<file path="config.mk">
export PLATFORM = sky130hd
export DESIGN_NAME = ntc_front
export DESIGN_NICKNAME = d
export VERILOG_FILES = /design/src/design/ntc_pkg.sv /design/src/design/ntc_front.sv
export SDC_FILE = /design/constraint.sdc
export NUM_CORES = 1
export LEC_CHECK = 0
export BUFFER_PORTS_ARGS = -buffer_cell sky130_fd_sc_hd__buf_2
export CAP_MARGIN = 5
export CORE_MARGIN = 8
export CORE_UTILIZATION = 25
export CTS_BUF_LIST = sky130_fd_sc_hd__clkbuf_4
export CTS_CLUSTER_SIZE = 40
export DETAILED_ROUTE_END_ITERATION = 16
export GPL_ROUTABILITY_DRIVEN = 1
export PLACE_DENSITY = 0.49
export SETUP_SLACK_MARGIN = 0.02
export SLEW_MARGIN = 20
export SYNTH_ARGS = -nofsm -noshare
export SYNTH_HDL_FRONTEND = slang
export SYNTH_SLANG_ARGS = --single-unit
export TNS_END_PERCENT = 100
</file>
<file path="constraint.sdc">
create_clock -name clk -period 4.1 [get_ports clk]
set_input_delay 0 -clock clk [delete_from_list [all_inputs] [get_ports clk]]
set_output_delay 0 -clock clk [all_outputs]
set_load 0.02 [all_outputs]
</file>
<file path="src/design/ntc_pkg.sv">
`timescale 1ns / 1ps
// Shared types, constants and register codes for the NTC thermistor thermometer.
// Used by every module of the block; depends on nothing.
package ntc_pkg;

  localparam int ADC_BITS_DEF     = 12;
  localparam int SERIES_TERMS_DEF = 10;
  localparam int MAX_SHIFT_DEF    = 5;

  localparam int CFG_IDX_W  = 3;
  localparam int CFG_DATA_W = 20;

  localparam logic [CFG_IDX_W-1:0] CFG_BRIDGE  = 3'd0;
  localparam logic [CFG_IDX_W-1:0] CFG_NOMINAL = 3'd1;
  localparam logic [CFG_IDX_W-1:0] CFG_BETA    = 3'd2;
  localparam logic [CFG_IDX_W-1:0] CFG_FULL    = 3'd3;
  localparam logic [CFG_IDX_W-1:0] CFG_REF     = 3'd4;
  localparam logic [CFG_IDX_W-1:0] CFG_SHIFT   = 3'd5;

  localparam logic [1:0] ST_OK    = 2'd0;
  localparam logic [1:0] ST_RANGE = 2'd1;
  localparam logic [1:0] ST_SAT   = 2'd2;

  localparam int Q_FRAC      = 28;
  localparam int R_W         = 24;
  localparam logic [R_W-1:0] R_MAX = 24'hFFFFFF;
  localparam logic [R_W:0]   R_ONE = 25'd65536;
  localparam int DIV_VW      = 50;
  localparam int KELVIN_OFS  = 27315;
  localparam int TEMP_MAX    = 32767;

  typedef struct packed {
    logic [19:0] bridge_ohms;
    logic [19:0] nominal_ohms;
    logic [13:0] beta_kelvin;
    logic [13:0] full_scale_count;
    logic [15:0] reference_centikelvin;
    logic [2:0]  average_shift;
  } ntc_cfg_t;

  typedef enum logic [4:0] {
    BS_IDLE, BS_MUL_N, BS_MUL_D, BS_DIV_R, BS_LN, BS_DIV_U, BS_SQ, BS_TERM_DIV,
    BS_TERM_MUL, BS_BT_MUL, BS_BT_START, BS_DIV_BT, BS_D, BS_CHECK, BS_DIV_T,
    BS_FIN, BS_OUT
  } back_state_t;

endpackage

</file>
<file path="src/design/ntc_front.sv">
`timescale 1ns / 1ps
// Front end: accumulates raw samples and emits one average per block of samples.
// Depends on ntc_pkg.
module ntc_front #(
  parameter int ADC_BITS  = ntc_pkg::ADC_BITS_DEF,
  parameter int MAX_SHIFT = ntc_pkg::MAX_SHIFT_DEF
) (
  input  logic                clk,
  input  logic                rst_n,
  input  logic                accept,
  input  logic [ADC_BITS-1:0] sample,
  input  logic [2:0]          shift,
  input  logic                clear,
  output logic                push,
  output logic [ADC_BITS-1:0] avg
);
  import ntc_pkg::*;

  localparam int SUM_W = ADC_BITS + MAX_SHIFT;
  localparam int CNT_W = MAX_SHIFT + 1;

  logic [SUM_W-1:0] sum_r, sum_nxt, sum_add;
  logic [CNT_W-1:0] cnt_r, cnt_nxt, cnt_add, target;

  always_comb begin
    sum_add = sum_r + SUM_W'(sample);
    cnt_add = cnt_r + CNT_W'(1);
    target  = CNT_W'(1) << shift;
    push    = accept && (cnt_add == target);
    avg     = ADC_BITS'(sum_add >> shift);
    sum_nxt = sum_r;
    cnt_nxt = cnt_r;
    if (clear) begin
      sum_nxt = '0;
      cnt_nxt = '0;
    end else if (push) begin
      sum_nxt = '0;
      cnt_nxt = '0;
    end else if (accept) begin
      sum_nxt = sum_add;
      cnt_nxt = cnt_add;
    end
  end

  always_ff @(posedge clk) begin
    if (!rst_n) begin
      sum_r <= '0;
      cnt_r <= '0;
    end else begin
      sum_r <= sum_nxt;
      cnt_r <= cnt_nxt;
    end
  end

endmodule

</file>
Word level (Yosys, flattened, before mapping)
Index checks and enable logic that the tools add are counted.
Cells by class
  add/sub/neg operators: 2
  shift-type cells: 2
  equality and inequality tests: 1
  bitwise operators: 1
  reduce and logical (&&, ||, !) cells: 2
Operator list (number)
  $add A17 B12 Y17: 1
  $shr A17 B3 Y12: 1
  $add A6 B1 Y6 const B: 1
  $eq A6 B6 Y1: 1
  $shl A1 B3 Y6 const A: 1
  $reduce_or A3 Y1: 1
  $logic_and A1 B1 Y1: 1
  $not A1 Y1: 1
Storage, ports and cells
  flip-flop bits (word level): 23
  bits of input ports: 19
  output and inout port bits: 13

Depth between registers and ports, before layout
  depth in word-level cells: 4
  mapped depth: 10
  mapped depth without buffers: 10

Worst setup path after synthesis
No wires, ideal clock.
  path type: register to output
  from: register sum_r[0]
  to: output avg[9]
  buffers on the path: 0
  stages on the path, launching flop included: 10
  arrival time: 2746 ps
  slack: 1354 ps
  cells stage by stage: dfxtp_1 > ha_1 > fa_1 > a211oi_1 > o21ai_0 > o21ai_0 > nand2_1 > xor2_1 > mux4_2 > a221o_1
On the way
  cells in the longest elaborated chain, start to end: 2
Ends and longest elaborated chain
  from (decl): RTL line ntc_front.sv:22  | logic [SUM_W-1:0] sum_r, sum_nxt, sum_add;
  from (signal assigned): RTL line ntc_front.sv:50  | sum_r <= sum_nxt;
  $add A17 B12 Y17: RTL line ntc_front.sv:26  | sum_add = sum_r + SUM_W'(sample);
  $shr A17 B3 Y12: RTL line ntc_front.sv:30  | avg = ADC_BITS'(sum_add >> shift);
  to (decl): RTL line ntc_front.sv:15  | output logic [ADC_BITS-1:0] avg
No other way between the ends.

Final worst setup path
Same ends and word-level chain as after synthesis.

==> impl_metrics.py <==
metrics = {
    "status": {
        "status": "finished clean",
    },
    "sta": {
        "tns_ps": 0,
        "slew_violations": 0,
        "fin_ws_ps": 635,
        "hold_viol_final": 0,
        "fin_skew_ps": 3.24,
        "final.period_utilization_pct": 84.5,
        "slew_headroom_pct": 43.8,
        "finalSetupViolCount": 0,
        "period_needed_ps": 3470,
        "fmax_mhz": 289,
        "max_slew.worst_pin.slew_ps": 843,
        "rsz0062_at_grt": "false",
    },
    "critical_path": {
        "slowest_delay_ps": 520,
        "worstReg2RegStart": "cnt_r[0]",
        "criticalPathCategory": "flop to output pin",
        "crit_top_cell": "o21ai_0",
        "crit_fanout": 4,
        "r2r_setup_slack_ps": 1490,
        "endpoint_kind": "output pin",
        "r2r-end": "sum_r[2]",
        "path_buf_inv": 1,
        "cpMaxStageDelayCell": "mux4_2",
        "worstPathArrival_ps": 3470,
        "crit_family": "compound AO/OA/AOI/OAI gates",
        "cp-start-kind": "flop",
        "worstPathRequired_ps": 4100,
        "cp_cell_sequence": "ha_1 > fa_1 > a211oi_1 > o21ai_0 > o21ai_0 > nand2_1 > xor2_1 > mux4_2 > a221o_1 > buf_2",
        "reg2regPathDepth": 8,
    },
    "yosys": {
        "async_flop_share_pct": 0,
        "ys_dominant_reg_cell": "dfxtp_1",
        "syn_area_per_cell_um2": 7.70,
        "synth_xor_area_share_pct": 10.2,
        "netlist_instances": 301,
        "synth_seq_cells": 23,
        "synth.top_cell.area_share_pct": 19.9,
        "synth_mux_area_share_pct": 12.1,
        "synth_cell_types": 52,
        "yosysSeqAreaShare_pct": 19.9,
        "synth.area.top_cells": "dfxtp_1 20%, mux2i_1 7.8%, nor2_1 7.5%, ha_1 7.0%, xnor2_1 6.0%",
        "netlist_area_mm2": 0.00232,
        "synth_edf_count": 0,
        "synth-adder-area-share_pct": 7.88,
        "synth_fp_nets": 334,
        "yosysTopAreaCell": "dfxtp_1",
        "ys_warn_count": 0,
        "synth_compound_area_share_pct": 26.3,
        "synth_top_family_by_area": "compound AO/OA/AOI/OAI gates",
        "yosys.area_share.simple_pct": 19.2,
    },
    "drt": {
        "antenna_left": 0,
        "firstDrtPassIters": 4,
        "drc": 0,
        "wl_um": 6400,
        "vias": 2172,
        "first_iter_violations": 75,
        "detail_route.wl_per_cell_um": 14.9,
        "vias_per_cell": 5.07,
    },
    "power_and_ir_drop": {
        "p_leak_nw": 1.07,
        "finalPower_mw": 0.607,
        "power_density_mw_per_mm2": 236,
        "ir_worst_vdd_mv": 0.0974,
    },
    "hold_path": {
        "holdPathStages": 4,
        "holdCritStartpoint": "sample[0]",
        "min_path_type": "input pin to flop",
        "hold-path-endpoint": "sum_r[0]",
    },
    "clock_network": {
        "clock_sinks": 23,
        "cts_made_buffers": 3,
        "postCtsSetupRepairBufs": 0,
        "cts-root-buf": "clkbuf_4",
        "clk_latency_ps": 330,
        "clk_path_buf_depth": 2,
        "clk_pin_slew_ps": 150,
        "cts_tree": "yes",
        "holdBufCountCts": 0,
        "htreeDepth": 1,
        "cts_resized": 0,
    },
    "die": {
        "die-height_um": 112,
        "core-area_mm2": 0.00911,
        "rows": 35,
        "die_w_um": 112,
        "die_area_mm2": 0.0126,
        "pin_count": 32,
        "initial_core_util_pct": 25.4,
    },
    "cells_and_area": {
        "final_nets": 351,
        "area_growth_pct": 10.9,
        "final.fill_count": 1026,
        "diodes": 0,
        "drive_gt1_share_pct": 16.4,
        "final_util_pct": 28.2,
    },
    "global_route": {
        "grt_max_degree": 39,
        "antenna_found_initial": 0,
        "grt_first_pass_wirelength_um": 10800,
        "grt_overflow": 0,
        "grt_use_total_pct": 10.2,
        "first_global_vias": 2139,
    },
    "placement": {
        "dp_hpwl_um": 4900,
        "place_ws_ps": 977,
        "io_buffer_count": 31,
        "globalplace.congestion": 0.803,
    },
    "job": {
        "maxCapViolCount": 0,
    },
}
==> metal layers <==
| layer | track usage (%) | share of wire [%] |
|---|---|---|
| met1 | 13.1 | 51 |
| met2 | 17.6 | 46 |
| met3 | 1.40 | 2.0 |
| met4 | 2.34 | 1.2 |
| met5 | 0 | 0 |
==> registers in the layout, summed over array words and instances (netlist names) <==
| name | cells |
|---|---|
| cnt_r | 6 |
| sum_r | 17 |
==> placed cells by master, fill, tap and decap left out, types with 2 or more instances in the layout <==
master    netlist  routed
a22oi_1         3       3
o31ai_1         2       2
buf_2           0      31
a211o_1         3       3
a221o_1         2       2
clkbuf_4        0       4
nor3_1          6       6
nand2_1        23      23
dfxtp_1        23      23
inv_1           7       7
xor2_1         11      11
o21a_1          2       2
nand4_1         4       4
and3_1          4       4
a22o_1          2       2
nand3_1         7       7
o211ai_1        7       7
ha_1           13      13
a21o_1          6       6
a31oi_1         3       3
a21oi_1        17      17
and2_1          3       3
mux2i_1        18      18
xnor2_1        16      16
nor2b_1         3       3
a211oi_1        7       7
mux2_2          7       7
o21ai_0        13      13
nor2_1         46      46
a311oi_1        2       2
==> cell usage after synthesis, drive strengths merged (2+ instances only) <==
cell,number
nor2,46
dfxtp,23
nand2,23
clkbuf,18
mux2i,18
a21oi,17
xnor2,16
o21ai,14
ha,13
xor2,11
a211oi,8
a21o,7
inv,7
mux2,7
nand3,7
o211ai,7
nor3,6
and3,5
nand4,4
a211o,3
a22oi,3
a31oi,3
and2,3
nor2b,3
a221o,2
a22o,2
a311oi,2
o21a,2
o31ai,2
==> worst max-delay path by stage <==
| stage | endpoint | cells after the start | startpoint | slack (ps) |
|---|---|---|---|---|
| 2_1_floorplan | avg[9] | 9 | sum_r[0] | 1350 |
| 5_1_grt | avg[9] | 10 | sum_r[0] | 360 |
| 3_3_place_gp | avg[9] | 10 | sum_r[0] | 1040 |
| 3_5_place_dp | avg[9] | 10 | sum_r[0] | 980 |
| 6_report | avg[9] | 10 | sum_r[0] | 630 |
| 4_1_cts | avg[9] | 10 | sum_r[0] | 570 |
==> cells by family after synthesis <==
family | Yosys count
compound gates | 84
xor+xnor | 27
fa+ha+maj | 14
buf+inv | 27
flops | 23
mux | 26
simple gates | 100
==> area by class of cell <==
| class | instances | area (um^2) | share of cell area [%] |
|---|---|---|---|
| Multi-Input combinational cell | 251 | 1760 | 68.3 |
| Sequential cell | 23 | 460 | 17.9 |
| Timing Repair Buffer | 31 | 155 | 6.04 |
| Tap cell | 111 | 139 | 5.40 |
| Clock buffer | 4 | 30.0 | 1.17 |
| Inverter | 8 | 30.0 | 1.17 |
==> worst reg2reg max path: cells and delay by family, from the launching register on <==
kind,cells,cell delay (ps)
flops,1,470
xor+xnor,1,190
simple gates,4,1200
compound gates,3,680
==> per-stage QoR <==
stage                     hold slack [ps]  area, um^2  cells
final                                49.1        2570    428
after global routing                 89.2        2570    428
after CTS                            46.8        2570    428
after detailed placement              402        2540    424
after global placement                396        2540    424
after floorplan                       156        2320    301
==> report_power, final <==
group	internal, mW	switching [mW]
clock	0.0448	0.0808
sequential	0.230	0.00455
combinational	0.0957	0.151
total	0.370	0.237
(Power assumes the default switching activity.)
