## src/design/ntc_pkg.sv

```systemverilog
`timescale 1ns / 1ps
// Shared types, constants and register codes for the NTC thermistor thermometer.
// Used by every module of the block; depends on nothing.
package ntc_pkg;

  localparam int ADC_BITS_DEF     = 12;
  localparam int SERIES_TERMS_DEF = 10;
  localparam int MAX_SHIFT_DEF    = 5;

  localparam int CFG_IDX_W  = 3;
  localparam int CFG_DATA_W = 20;

  localparam logic [CFG_IDX_W-1:0] CFG_BRIDGE  = 3'd0;
  localparam logic [CFG_IDX_W-1:0] CFG_NOMINAL = 3'd1;
  localparam logic [CFG_IDX_W-1:0] CFG_BETA    = 3'd2;
  localparam logic [CFG_IDX_W-1:0] CFG_FULL    = 3'd3;
  localparam logic [CFG_IDX_W-1:0] CFG_REF     = 3'd4;
  localparam logic [CFG_IDX_W-1:0] CFG_SHIFT   = 3'd5;

  localparam logic [1:0] ST_OK    = 2'd0;
  localparam logic [1:0] ST_RANGE = 2'd1;
  localparam logic [1:0] ST_SAT   = 2'd2;

  localparam int Q_FRAC      = 28;
  localparam int R_W         = 24;
  localparam logic [R_W-1:0] R_MAX = 24'hFFFFFF;
  localparam logic [R_W:0]   R_ONE = 25'd65536;
  localparam int DIV_VW      = 50;
  localparam int KELVIN_OFS  = 27315;
  localparam int TEMP_MAX    = 32767;

  typedef struct packed {
    logic [19:0] bridge_ohms;
    logic [19:0] nominal_ohms;
    logic [13:0] beta_kelvin;
    logic [13:0] full_scale_count;
    logic [15:0] reference_centikelvin;
    logic [2:0]  average_shift;
  } ntc_cfg_t;

  typedef enum logic [4:0] {
    BS_IDLE, BS_MUL_N, BS_MUL_D, BS_DIV_R, BS_LN, BS_DIV_U, BS_SQ, BS_TERM_DIV,
    BS_TERM_MUL, BS_BT_MUL, BS_BT_START, BS_DIV_BT, BS_D, BS_CHECK, BS_DIV_T,
    BS_FIN, BS_OUT
  } back_state_t;

endpackage

```

## src/design/ntc_fifo.sv

```systemverilog
`timescale 1ns / 1ps
// Two-entry queue of averaged counts between the front end and the back end.
// Depends on ntc_pkg.
module ntc_fifo #(
  parameter int W = ntc_pkg::ADC_BITS_DEF
) (
  input  logic         clk,
  input  logic         rst_n,
  input  logic         push,
  input  logic [W-1:0] wdata,
  input  logic         pop,
  output logic [W-1:0] rdata,
  output logic         full,
  output logic         empty
);
  import ntc_pkg::*;

  logic [W-1:0] mem_r [2];
  logic         wp_r, rp_r;
  logic [1:0]   cnt_r, cnt_nxt;

  assign full  = (cnt_r == 2'd2);
  assign empty = (cnt_r == 2'd0);
  assign rdata = mem_r[rp_r];

  always_comb begin
    cnt_nxt = cnt_r;
    if (push && !pop) cnt_nxt = cnt_r + 2'd1;
    else if (pop && !push) cnt_nxt = cnt_r - 2'd1;
  end

  always_ff @(posedge clk) begin
    if (push) mem_r[wp_r] <= wdata;
  end

  always_ff @(posedge clk) begin
    if (!rst_n) begin
      wp_r  <= 1'b0;
      rp_r  <= 1'b0;
      cnt_r <= 2'd0;
    end else begin
      if (push) wp_r <= ~wp_r;
      if (pop) rp_r <= ~rp_r;
      cnt_r <= cnt_nxt;
    end
  end

endmodule

```

## config.mk

```make
export PLATFORM = sky130hd
export DESIGN_NAME = ntc_fifo
export DESIGN_NICKNAME = d
export VERILOG_FILES = /design/src/design/ntc_pkg.sv /design/src/design/ntc_fifo.sv
export SDC_FILE = /design/constraint.sdc
export NUM_CORES = 1
export LEC_CHECK = 0
export BUFFER_PORTS_ARGS = -buffer_cell sky130_fd_sc_hd__buf_2
export CORE_UTILIZATION = 50
export CTS_CLUSTER_SIZE = 25
export DETAILED_ROUTE_END_ITERATION = 16
export PLACE_DENSITY = 0.79
export SLEW_MARGIN = 40
export SYNTH_ARGS = -nofsm -noshare
export SYNTH_HDL_FRONTEND = slang
export SYNTH_SLANG_ARGS = --single-unit
export TNS_END_PERCENT = 100
```

## constraint.sdc

```tcl
create_clock -name clk -period 2.4 [get_ports clk]
set_input_delay 0 -clock clk [delete_from_list [all_inputs] [get_ports clk]]
set_output_delay 0 -clock clk [all_outputs]
set_load 0.02 [all_outputs]
```

After elaboration in Yosys (flattened, before gate mapping)
Memory sizes are Yosys's and may differ from the RTL's. A register that Yosys moved wholly into a read port is not among the register bits.
Cells that the tools add are included.
{ "totals": {"reg_bits": 4, "ram_bits": 24, "mem_count": 1} }
{ "mem_list": {"columns": ["name", "depth", "word_bits", "read_ports", "rd_clocked_by_memory_dff", "wr", "line", "text"], "rows": [
  ["mem_r", 2, 12, 1, 1, 1, "ntc_fifo.sv:18", "logic [W-1:0] mem_r [2];"]
]} }
{ "op_classes": {"add_sub_neg": 2, "n_eq_ne": 1, "mux": 6, "bitwise_logic": 2, "reduce_logical": 6} }
{ "ops": {"columns": ["cell", "count"], "rows": [
  ["two-way mux 1 bit", 4],
  ["two-way mux 2 bit", 2],
  ["adder 2 x 1 -> 2 bit (second input constant)", 1],
  ["equality test 2 bit (second input constant)", 1],
  ["logical AND 1 bit", 2],
  ["logical NOT 1 bit", 2],
  ["logical NOT 2 bit", 1],
  ["NOT 1 bit", 2],
  ["nonzero test 2 bit", 1],
  ["subtractor 2 x 1 -> 2 bit (second input constant)", 1]
]} }

Depth between registers and ports, before layout
Gate-level depths: netlist of the first run.
{ "logic_depth": {"depth_word": 4, "ltp_mapped": 5, "depth_no_buf": 5} }

Least setup slack after synthesis of the first run
No wires, ideal clock.
{ "synth_timing": {"path_kind": "register to register", "from": "register wp_r", "to": "memory mem_r[0][0] (netlist bit) (enable)", "t_arrival_ns": 0.903, "setup_slack_ns": 1.113, "stages_incl_launch_ff": 2, "path_buffers": 0, "synth_period_minus_slack_ns": 1.287, "cell_sequence": "dfxtp_1 nor2b_1"} }
{ "synth_rtl": {"columns": ["item", "line", "text"], "rows": [
  ["start: declaration", "ntc_fifo.sv:19", "logic wp_r, rp_r;"],
  ["start signal: assignment", "ntc_fifo.sv:42", "if (push) wp_r <= ~wp_r;"],
  ["end: declaration", "ntc_fifo.sv:18", null]
]} }
Straight into the memory's write port.

==> flow_summary.yaml, run 1 <==
floorplan:
  core_um2: 2002
  io_pins: 30
  die_area_um2: 2349
  die_w_um: 48.47
  die_y_um: 48.47
  initial_core_util_pct: 53.94
  rows: 16
yosys:
  synth_seq_cells: 29
  synth_warnings: 0
  yosys.area_share.simple_pct: 5.214
  synth.distinct_cells: 16
  synth_compound_area_share_pct: 1.854
  synth.top_cell.area_share_pct: 66.74
  yosysTopAreaCell: "edfxtp_1"
  synth_top_family_by_area: "multiplexers"
  synth_area_um2: 1080
  synth-xor-area-share_pct: 2.433
  postSynthCellCount: 59
  synth_area_leaders: "edfxtp_1 (67%), mux2_2 (13%), dfxtp_1 (9.3%)"
  synth_fp_nets: 76
  muxShareOfSynthArea_pct: 12.51
  synth_fa_ha_area_share_pct: 1.159
  synth.avg_cell_area_um2: 18.30
  synth-seq-area-share_pct: 76.01
power:
  pwr-share-seq_pct: 57.2
  internal-power_mw: 0.8006
  p_total_mw: 1.042
  p_sw_share_pct: 23.15
  p_switching_mw: 0.2412
  power_density_nw_per_um2: 718.4
  clkPwrFrac_pct: 28.0
  p_leak_nw: 0.5756
  power_frac_comb_pct: 14.9
  max-vdd-ir-drop_mv: 0.5815
timing:
  final.setup_skew_ns: 0.01102
  setup_ws_ns: 0.8901
  final_hold_viol_count: 0
  setup_tns_ns: 0
  period_needed_ns: 1.510
  setup_violations: 0
  min_period_over_period_pct: 62.91
  rsz0062_at_grt: "no"
  slew_violations: 0
  fmax_ghz: 0.6623
  worstMarginPinSlew_ns: 0.5529
  max-slew-margin-rel_pct: 63.14
route:
  wirelength_um: 1583
  ant_nets: 0
  drt-wirelength-per-cell_um: 11.64
  first_pass_iters: 4
  viasPerCell: 4.596
  drc: 0
  via_count: 625
  first_iter_violations: 6
layout:
  diodes: 0
  post-route-util_pct: 72.44
  multi_input_area_um2: 250.2
  final_common_cell: "buf_2"
  num-fill-cells: 136
  layout_common_cells: "buf_2 (29), edfxtp_1 (24), dlygate4sd3_1 (13)"
  fin_cells: 136
  seq_area_um2: 820.8
  drive_above_1_share_pct: 44.95
  syn_to_final_growth_pct: 34.30
  final_nets: 125
grt:
  globalRouteOverflowTotal: 0
  grtUsageTotal_pct: 15.76
  grt_pass1_vias: 633
  grt_max_degree: 13
  antenna_found_initial: 0
  grt_pass1_wl_um: 2594
hold_path:
  hold_end: "rp_r"
  hp-start: "pop"
  hold_path.class: "in2reg"
  hold_depth: 3
run_status:
  outcome: "complete, no violations"
critical_path:
  cp_slowest_stage_delay_ns: 0.64
  path_delay_family: "flip-flops"
  arrival_ns: 1.51
  r2r_slack_ns: 1.21
  r2r-start: "wp_r"
  slowest_stage: "dfxtp_1"
  cp_max_fo: 12
  timing.rr.end: "mem_r[1][0]"
  worst-path-buf-inv: 1
  reg2reg_depth: 1
  worstSetupStartpointType: "flip-flop"
  required_ns: 2.40
  criticalPathCategory: "reg2out"
  crit_chain: "mux2_2 > buf_2"
  crit_path_end_kind: "output pin"
placed_design:
  place_inst: 115
  pre_cts_slack_ns: 1.203
  numPortBuffers: 29
  gp_congestion: 0.6488
  dp_hpwl_um: 1029
clock_network:
  clk_pin_slew_worst_paths_ns: 0.09
  cts-root-buf: "clkbuf_4"
  cts_max_level: 2
  cts.sinks: 29
  cts_buffers: 5
  cts_max_path_buffers: 2
  post_cts_buffers: 0
  clock_latency_ns: 0.31
  cts_tree: "yes"
run:
  drv_cap: 0
worst min-delay path, delay by kind of cell:
kind	cells	cell delay [ns]
xor+xnor	1	0.06
buf+inv	1	0.09
simple gates	1	0.15
stage by stage:
step	instance area, um2	hold WS [ns]
after floorplan	1080	0.09887
after global placement	1261	0.1956
after detailed placement	1261	0.1912
after CTS	1450	0.02450
after global routing	1450	0.03936
final	1450	0.02795
state kept, by name, indices dropped and copies added (netlist names), named ones only:
signal and flops:
cnt_r 2, mem_r 24, wp_r 1, rp_r 1
per-layer routing:
metal	GRT usage [%]	up-vias	part of all wire [%]
li1	-	318	-
met5	0	-	0
met3	6.604	4	5.4
met1	15.33	282	44
met4	11.27	0	1.7
met2	26.76	21	49
logic make-up (layout without fill, tap and decap cells):
kind of cell	count (synthesis)	count (layout)
multiplexers	12	12
adder cells (fa/ha/maj)	1	1
AO/OA/AOI/OAI	3	3
XOR/XNOR	3	3
flip-flops	29	29
buffers and inverters	2	52
AND/OR/NAND/NOR	9	9
what timing repair did:
| action | CTS | global route |
|---|---|---|
| hold buffers | 13 | 0 |
| gates resized for setup | 0 | 0 |
| endpoints found under the hold margin | 29 | 0 |
power groups by stage:
| stage | Combinational, mW | Sequential, mW | Clock (mW) |
|---|---|---|---|
| floorplan | 0.0988 | 0.598 | 0 |
| global placement | 0.137 | 0.607 | 0 |
| detailed placement | 0.139 | 0.608 | 0 |
| CTS | 0.156 | 0.597 | 0.297 |
| global route | 0.167 | 0.601 | 0.314 |
| finish | 0.155 | 0.595 | 0.291 |
cells in the mapped netlist:
library cell,n
a21boi_1,1
dfxtp_1,5
mux2_2,12
xor2_1,2
edfxtp_1,24
nor2b_1,2
ha_1,1
and2b_2,1
and2_1,4
or3_1,1
inv_1,1
o21ai_0,1
nor2_1,1
o21a_1,1
buf_2,1
xnor2_1,1
worst max-delay path by stage:
stage / from / to / slack (ns) / cells past startpoint
after floorplan: wp_r / mem_r[0][0] / 1.11 / 1
after global placement: flip-flop / rdata[0] / 1.22 / 2
after detailed placement: wp_r / mem_r[1][8] / 1.20 / 1
after CTS: flip-flop / rdata[0] / 0.85 / 2
after global routing: flip-flop / rdata[0] / 0.78 / 2
final: flip-flop / rdata[0] / 0.89 / 2
final cells by class:
cell class	instances	area share (%)
clock buffer	8	4.055
inverter	1	0.2588
multi-input combinational	28	17.26
sequential	29	56.60
tap	27	2.330
timing repair buffer	43	19.50
No activity file was read; power rests on OpenSTA's default activity.
==> inputs of run 2 (changes only) <==
--- a/config.mk
+++ b/config.mk
@@ -5,11 +5,12 @@
 export SDC_FILE = /design/constraint.sdc
 export NUM_CORES = 1
 export LEC_CHECK = 0
+export ABC_AREA = 1
 export BUFFER_PORTS_ARGS = -buffer_cell sky130_fd_sc_hd__buf_2
 export CORE_UTILIZATION = 50
 export CTS_CLUSTER_SIZE = 25
 export DETAILED_ROUTE_END_ITERATION = 16
-export PLACE_DENSITY = 0.79
+export PLACE_DENSITY = 0.78
 export SLEW_MARGIN = 40
 export SYNTH_ARGS = -nofsm -noshare
 export SYNTH_HDL_FRONTEND = slang
==> constraint.sdc (replaced) <==
create_clock -name clk -period 1.4 [get_ports clk]
set_input_delay 0 -clock clk [delete_from_list [all_inputs] [get_ports clk]]
set_output_delay 0 -clock clk [all_outputs]
set_load 0.02 [all_outputs]
==> run 2 against run 1 <==
  * Highest routed layer unchanged
  * Setup slack lost 0.82 ns
  * Die area rose by 4.7%
  * Sequential cell count stayed put
  * Sequential share of layout area is 3.8 points lower
  * Cell count rose by 13%
  * Power up 72%
  * Routed wire length grew 14%
  * Sequential power rose by 70%
  * Critical path depth grew 1
  * Synthesized cell count increased by 22%
  * Largest power group unchanged
==> flow_summary.yaml, run 2 <==
yosys:
  synth_fp_nets: 89
  synth_edf_count: 24
  synth.top_cell.area_share_pct: 63.65
  synth_seq_cells: 29
  synth.distinct_cells: 13
  synth_area_um2: 1132
  synthFlopType: "edfxtp_1"
  async_flop_share_pct: 0
  postSynthCellCount: 72
  yosysTopAreaCell: "edfxtp_1"
  synth_area_leaders: "edfxtp_1 (64%), mux2_4 (13%), dfxtp_1 (8.8%)"
  synthTopCellsByCount: "edfxtp_1 (24), mux2_4 (10), nor2_1 (9), inv_1 (8), nand2_1 (8)"
  synth.avg_cell_area_um2: 15.73
  synth_warnings: 0
  synth-seq-area-share_pct: 72.49
  yosysMostFrequentCell: "edfxtp_1"
clock_network:
  cts.sinks: 29
  cts_buffers: 5
  post_cts_buffers: 0
  cts_tree: "yes"
  clk_pin_slew_worst_paths_ns: 0.09
  cts_max_level: 2
  cts_max_path_buffers: 2
  cts-root-buf: "clkbuf_4"
  clock_latency_ns: 0.32
grt:
  grt_pass1_vias: 703
  globalRouteOverflowTotal: 0
  antenna_found_initial: 0
  grt_max_degree: 13
  grtUsageTotal_pct: 16.91
  grt_pass1_wl_um: 2870
timing:
  worstMarginPinSlew_ns: 0.4446
  fmax_ghz: 0.7543
  setup_tns_ns: 0
  fin_hold_ws_ns: 0.4019
  setup_violations: 0
  period_needed_ns: 1.326
  max-slew-margin-rel_pct: 70.33
  rsz0062_at_grt: "no"
  slew_violations: 0
  final_hold_viol_count: 0
  min_period_over_period_pct: 94.70
  final.setup_skew_ns: 0.01187
critical_path:
  criticalPathCategory: "reg2out"
  timing.rr.end: "mem_r[1][9]"
  required_ns: 1.40
  reg2reg_depth: 2
  arrival_ns: 1.33
  crit_path_end_kind: "output pin"
  crit_end: "rdata[5]"
  r2r_slack_ns: 0.27
  r2r-start: "wp_r"
  worstSetupStartpointType: "flip-flop"
  cp_max_fo: 6
layout:
  top_register: "mem_r"
  num-fill-cells: 141
  largest_reg_flops: 24
  final_nets: 142
  reg_top3: "mem_r: 24 flops, cnt_r: 2 flops"
  post-route-util_pct: 76.29
  layout_common_cells: "buf_2 (29), edfxtp_1 (24), dlygate4sd3_1 (15)"
  syn_to_final_growth_pct: 37.57
  final_common_cell: "buf_2"
  drive_above_1_share_pct: 40.48
  diodes: 0
hold_path:
  hold_path.class: "in2reg"
  hold_depth: 2
floorplan:
  rows: 16
  die_y_um: 49.59
  core_um2: 2042
  die_w_um: 49.59
  io_pins: 30
  initial_core_util_pct: 55.45
  die_area_um2: 2459
route:
  first_iter_violations: 14
  wirelength_um: 1797
  via_count: 697
  first_pass_iters: 3
  ant_nets: 0
  drc: 0
  viasPerCell: 4.556
  drt-wirelength-per-cell_um: 11.75
placed_design:
  gp_congestion: 0.6069
  numPortBuffers: 29
  dp_hpwl_um: 1098
run:
  drv_cap: 0
run_status:
  outcome: "complete, no violations"
power:
  max-vdd-ir-drop_mv: 1.006
  power_density_nw_per_um2: 1152
  p_leak_nw: 0.6768
[run 2: cell count changes in the layout (fill, tap and decap cells not counted), sizes merged, moves of 2 or more]
cell         before  now
nand2             0    8
nor2b             2    0
inv               1    8
and2              4    0
xor2              2    0
dlygate4sd3      13   15
nor2              1    9
[run 2: per-layer routing]
layer	GRT usage [%]	part of all wire, %	vias up
li1	-	-	356
met1	16.18	38	311
met2	29.73	54	25
met3	7.099	5.7	5
met4	10.00	2.6	0
met5	0	0	-
[run 2: critical path, cell delays in order, from the launching register on]
cell and delay (ns):
dfxtp_2 0.38, buf_8 0.14, mux2_2 0.33, buf_2 0.16
[run 2: how the worst min path moves through the flow]
| stage | slack, ns | startpoint | to |
|---|---|---|---|
| finish | 0.40 | wdata[7] | mem_r[0][7] |
| global route | 0.39 | wdata[2] | mem_r[1][2] |
| CTS | 0.39 | wdata[7] | mem_r[0][7] |
| detailed placement | 0.19 | wdata[10] | mem_r[1][10] |
| global placement | 0.19 | wdata[6] | mem_r[0][6] |
| floorplan | 0.1 | wdata[0] | mem_r[0][0] |
[run 2: what timing repair did]
action	CTS	global route
hold buffers	15	0
setup endpoints to repair	1	2
cloned	0	1
hold endpoints to repair	29	0
resized for setup	1	2
[run 2: where the power goes]
| part | internal (mW) | switching, mW | leakage (nW) | total, mW |
|---|---|---|---|---|
| Clock | 0.247 | 0.246 | 0.0326 | 0.494 |
| Combinational | 0.149 | 0.143 | 0.377 | 0.292 |
| Sequential | 0.989 | 0.0208 | 0.267 | 1.01 |
[run 2: cell families after synthesis]
group,share of synthesized area [%]
compound gates,0.8831
fa+ha+maj,1.105
buf+inv,3.646
flops,72.49
mux,15.25
simple gates,6.630
[run 2: per-stage QoR]
step,cell area (um2),power [mW],setup slack [ns],cells
6_report,1558,1.795,0.07420,153
2_1_floorplan,1132,1.192,0.1666,72
3_5_place_dp,1315,1.273,0.2849,129
4_1_cts,1528,1.798,0.02975,152
5_1_grt,1558,1.869,0.02545,153
3_3_place_gp,1315,1.263,0.3211,129
[run 2: area by class of cell]
class | instances | area [um2] | share of cell area (%)
Clock buffer | 8 | 58.81 | 3.775
Multi-Input combinational cell | 34 | 270.3 | 17.35
Sequential cell | 29 | 822.0 | 52.77
Timing Repair Buffer | 47 | 342.8 | 22.01
Tap cell | 27 | 33.78 | 2.169
Inverter | 8 | 30.03 | 1.928
==> inputs of run 3 (changes only) <==
--- a/config.mk
+++ b/config.mk
@@ -10,6 +10,7 @@
 export CORE_UTILIZATION = 50
 export CTS_CLUSTER_SIZE = 25
 export DETAILED_ROUTE_END_ITERATION = 16
+export GPL_TIMING_DRIVEN = 0
 export PLACE_DENSITY = 0.78
 export SLEW_MARGIN = 40
 export SYNTH_ARGS = -nofsm -noshare
==> run 3 against run 2 <==
  * Core utilization is 1.2 points lower
  * Critical path depth unchanged
  * Design area decreased by 1.6%
  * Critical endpoint is now rdata[11]
==> flow_summary.yaml, run 3 (synthesized netlist as in run 2, its figures left out) <==
run_status:
  outcome: "complete, no violations"
layout:
  top_register: "mem_r"
  reg_top3: "mem_r: 24 flops, cnt_r: 2 flops"
  num-fill-cells: 146
  syn_to_final_growth_pct: 35.36
  layout_common_cells: "buf_2 (29), edfxtp_1 (24), dlygate4sd3_1 (16)"
  fin_cells: 153
  design_area_um2: 1533
  final_common_cell: "buf_2"
  drive_above_1_share_pct: 40.48
  largest_reg_flops: 24
  final_nets: 142
  multi_input_area_um2: 272.8
  diodes: 0
  seq_area_um2: 822.0
placed_design:
  place_inst: 128
  numPortBuffers: 29
  dp_hpwl_um: 1100
  gp_congestion: 0.6405
  dpl_cell_area_um2: 1314
floorplan:
  die_area_um2: 2459
  die_w_um: 49.59
  core_um2: 2042
  io_pins: 30
  die_y_um: 49.59
  rows: 16
  initial_core_util_pct: 55.45
route:
  viasPerCell: 4.562
  ant_nets: 0
  via_count: 698
  first_iter_violations: 9
  wirelength_um: 1743
  drt-wirelength-per-cell_um: 11.39
  drc: 0
  first_pass_iters: 4
timing:
  fmax_ghz: 0.7500
  max-slew-margin-rel_pct: 61.40
  worstMarginPinSlew_ns: 0.5784
  min_period_over_period_pct: 95.24
  slew_violations: 0
  period_needed_ns: 1.333
  rsz0062_at_grt: "no"
  final_hold_viol_count: 0
  setup_violations: 0
  final.setup_skew_ns: 0.007393
clock_network:
  cts_tree: "yes"
  cts.sinks: 29
  post_cts_buffers: 0
  clk_pin_slew_worst_paths_ns: 0.08
  cts_max_level: 2
  cts_buffers: 5
  cts_max_path_buffers: 2
  cts-root-buf: "clkbuf_4"
  clock_latency_ns: 0.31
critical_path:
  required_ns: 1.40
  worstSetupStartpointType: "flip-flop"
  reg2reg_depth: 4
  cp_max_fo: 5
  arrival_ns: 1.33
  criticalPathCategory: "reg2out"
  crit_path_end_kind: "output pin"
grt:
  grt_pass1_vias: 733
  grt_pass1_wl_um: 2911
  grt_max_degree: 13
  grtUsageTotal_pct: 17.06
  globalRouteOverflowTotal: 0
  antenna_found_initial: 0
power:
  power_density_nw_per_um2: 1124
  max-vdd-ir-drop_mv: 1.014
  p_leak_nw: 0.6655
  p_total_mw: 1.723
hold_path:
  hold_path.class: "in2reg"
  hold_depth: 2
run:
  drv_cap: 0
[run 3: routing by layer]
layer | GRT usage [%] | up-vias | share of wire (%)
met3 | 5.247 | 4 | 6.1
met2 | 31.08 | 29 | 53
li1 | - | 358 | -
met4 | 11.43 | 0 | 2.3
met5 | 0 | - | 0
met1 | 16.01 | 307 | 39
[run 3: critical path: stages (launching register included)]
cell	delay, ns
dfxtp_2	0.38
buf_4	0.18
mux2_4	0.30
buf_2	0.16
[run 3: path summary, 6_finish.rpt]
path / from / endpoint / slack [ns]
worst max-delay path: flip-flop / rdata[11] / 0.07
worst min-delay path: wdata[7] / mem_r[1][7] / 0.41
worst max register to register: wp_r / wp_r / 0.20
worst min register to register: rp_r / rp_r / 0.51
[run 3: repair_timing]
action	CTS	global route
setup endpoints to repair	0	10
endpoints found under the hold margin	29	0
resized for setup	0	3
hold buffers	16	0
[run 3: layout make-up]
type | instances | area share, %
Inverter | 8 | 1.959
Sequential cell | 29 | 53.63
Buffer | 1 | 0.7347
Multi-Input combinational cell | 34 | 17.80
Clock inverter | 3 | 0.8163
Timing Repair Buffer | 46 | 20.41
Tap cell | 27 | 2.204
Clock buffer | 5 | 2.449
[run 3: power by group]
part / total (mW) / internal [mW] / switching (mW) / leakage, nW
Clock: 0.432 / 0.181 / 0.251 / 0.0300
Combinational: 0.280 / 0.140 / 0.140 / 0.368
Sequential: 1.01 / 0.989 / 0.0216 / 0.267
[run 3: metrics by stage]
stage	utilization (%)	setup WS [ns]	hold WS, ns	setup TNS [ns]
2_1_floorplan	-	0.1666	0.09887	0
3_3_place_gp	64.22	-0.03310	0.1885	-0.3945
3_5_place_dp	64.34	0.2132	0.1907	0
4_1_cts	74.63	0.003930	0.3987	0
5_1_grt	75.06	0.009111	0.4028	0
6_report	75.06	0.06660	0.4067	0
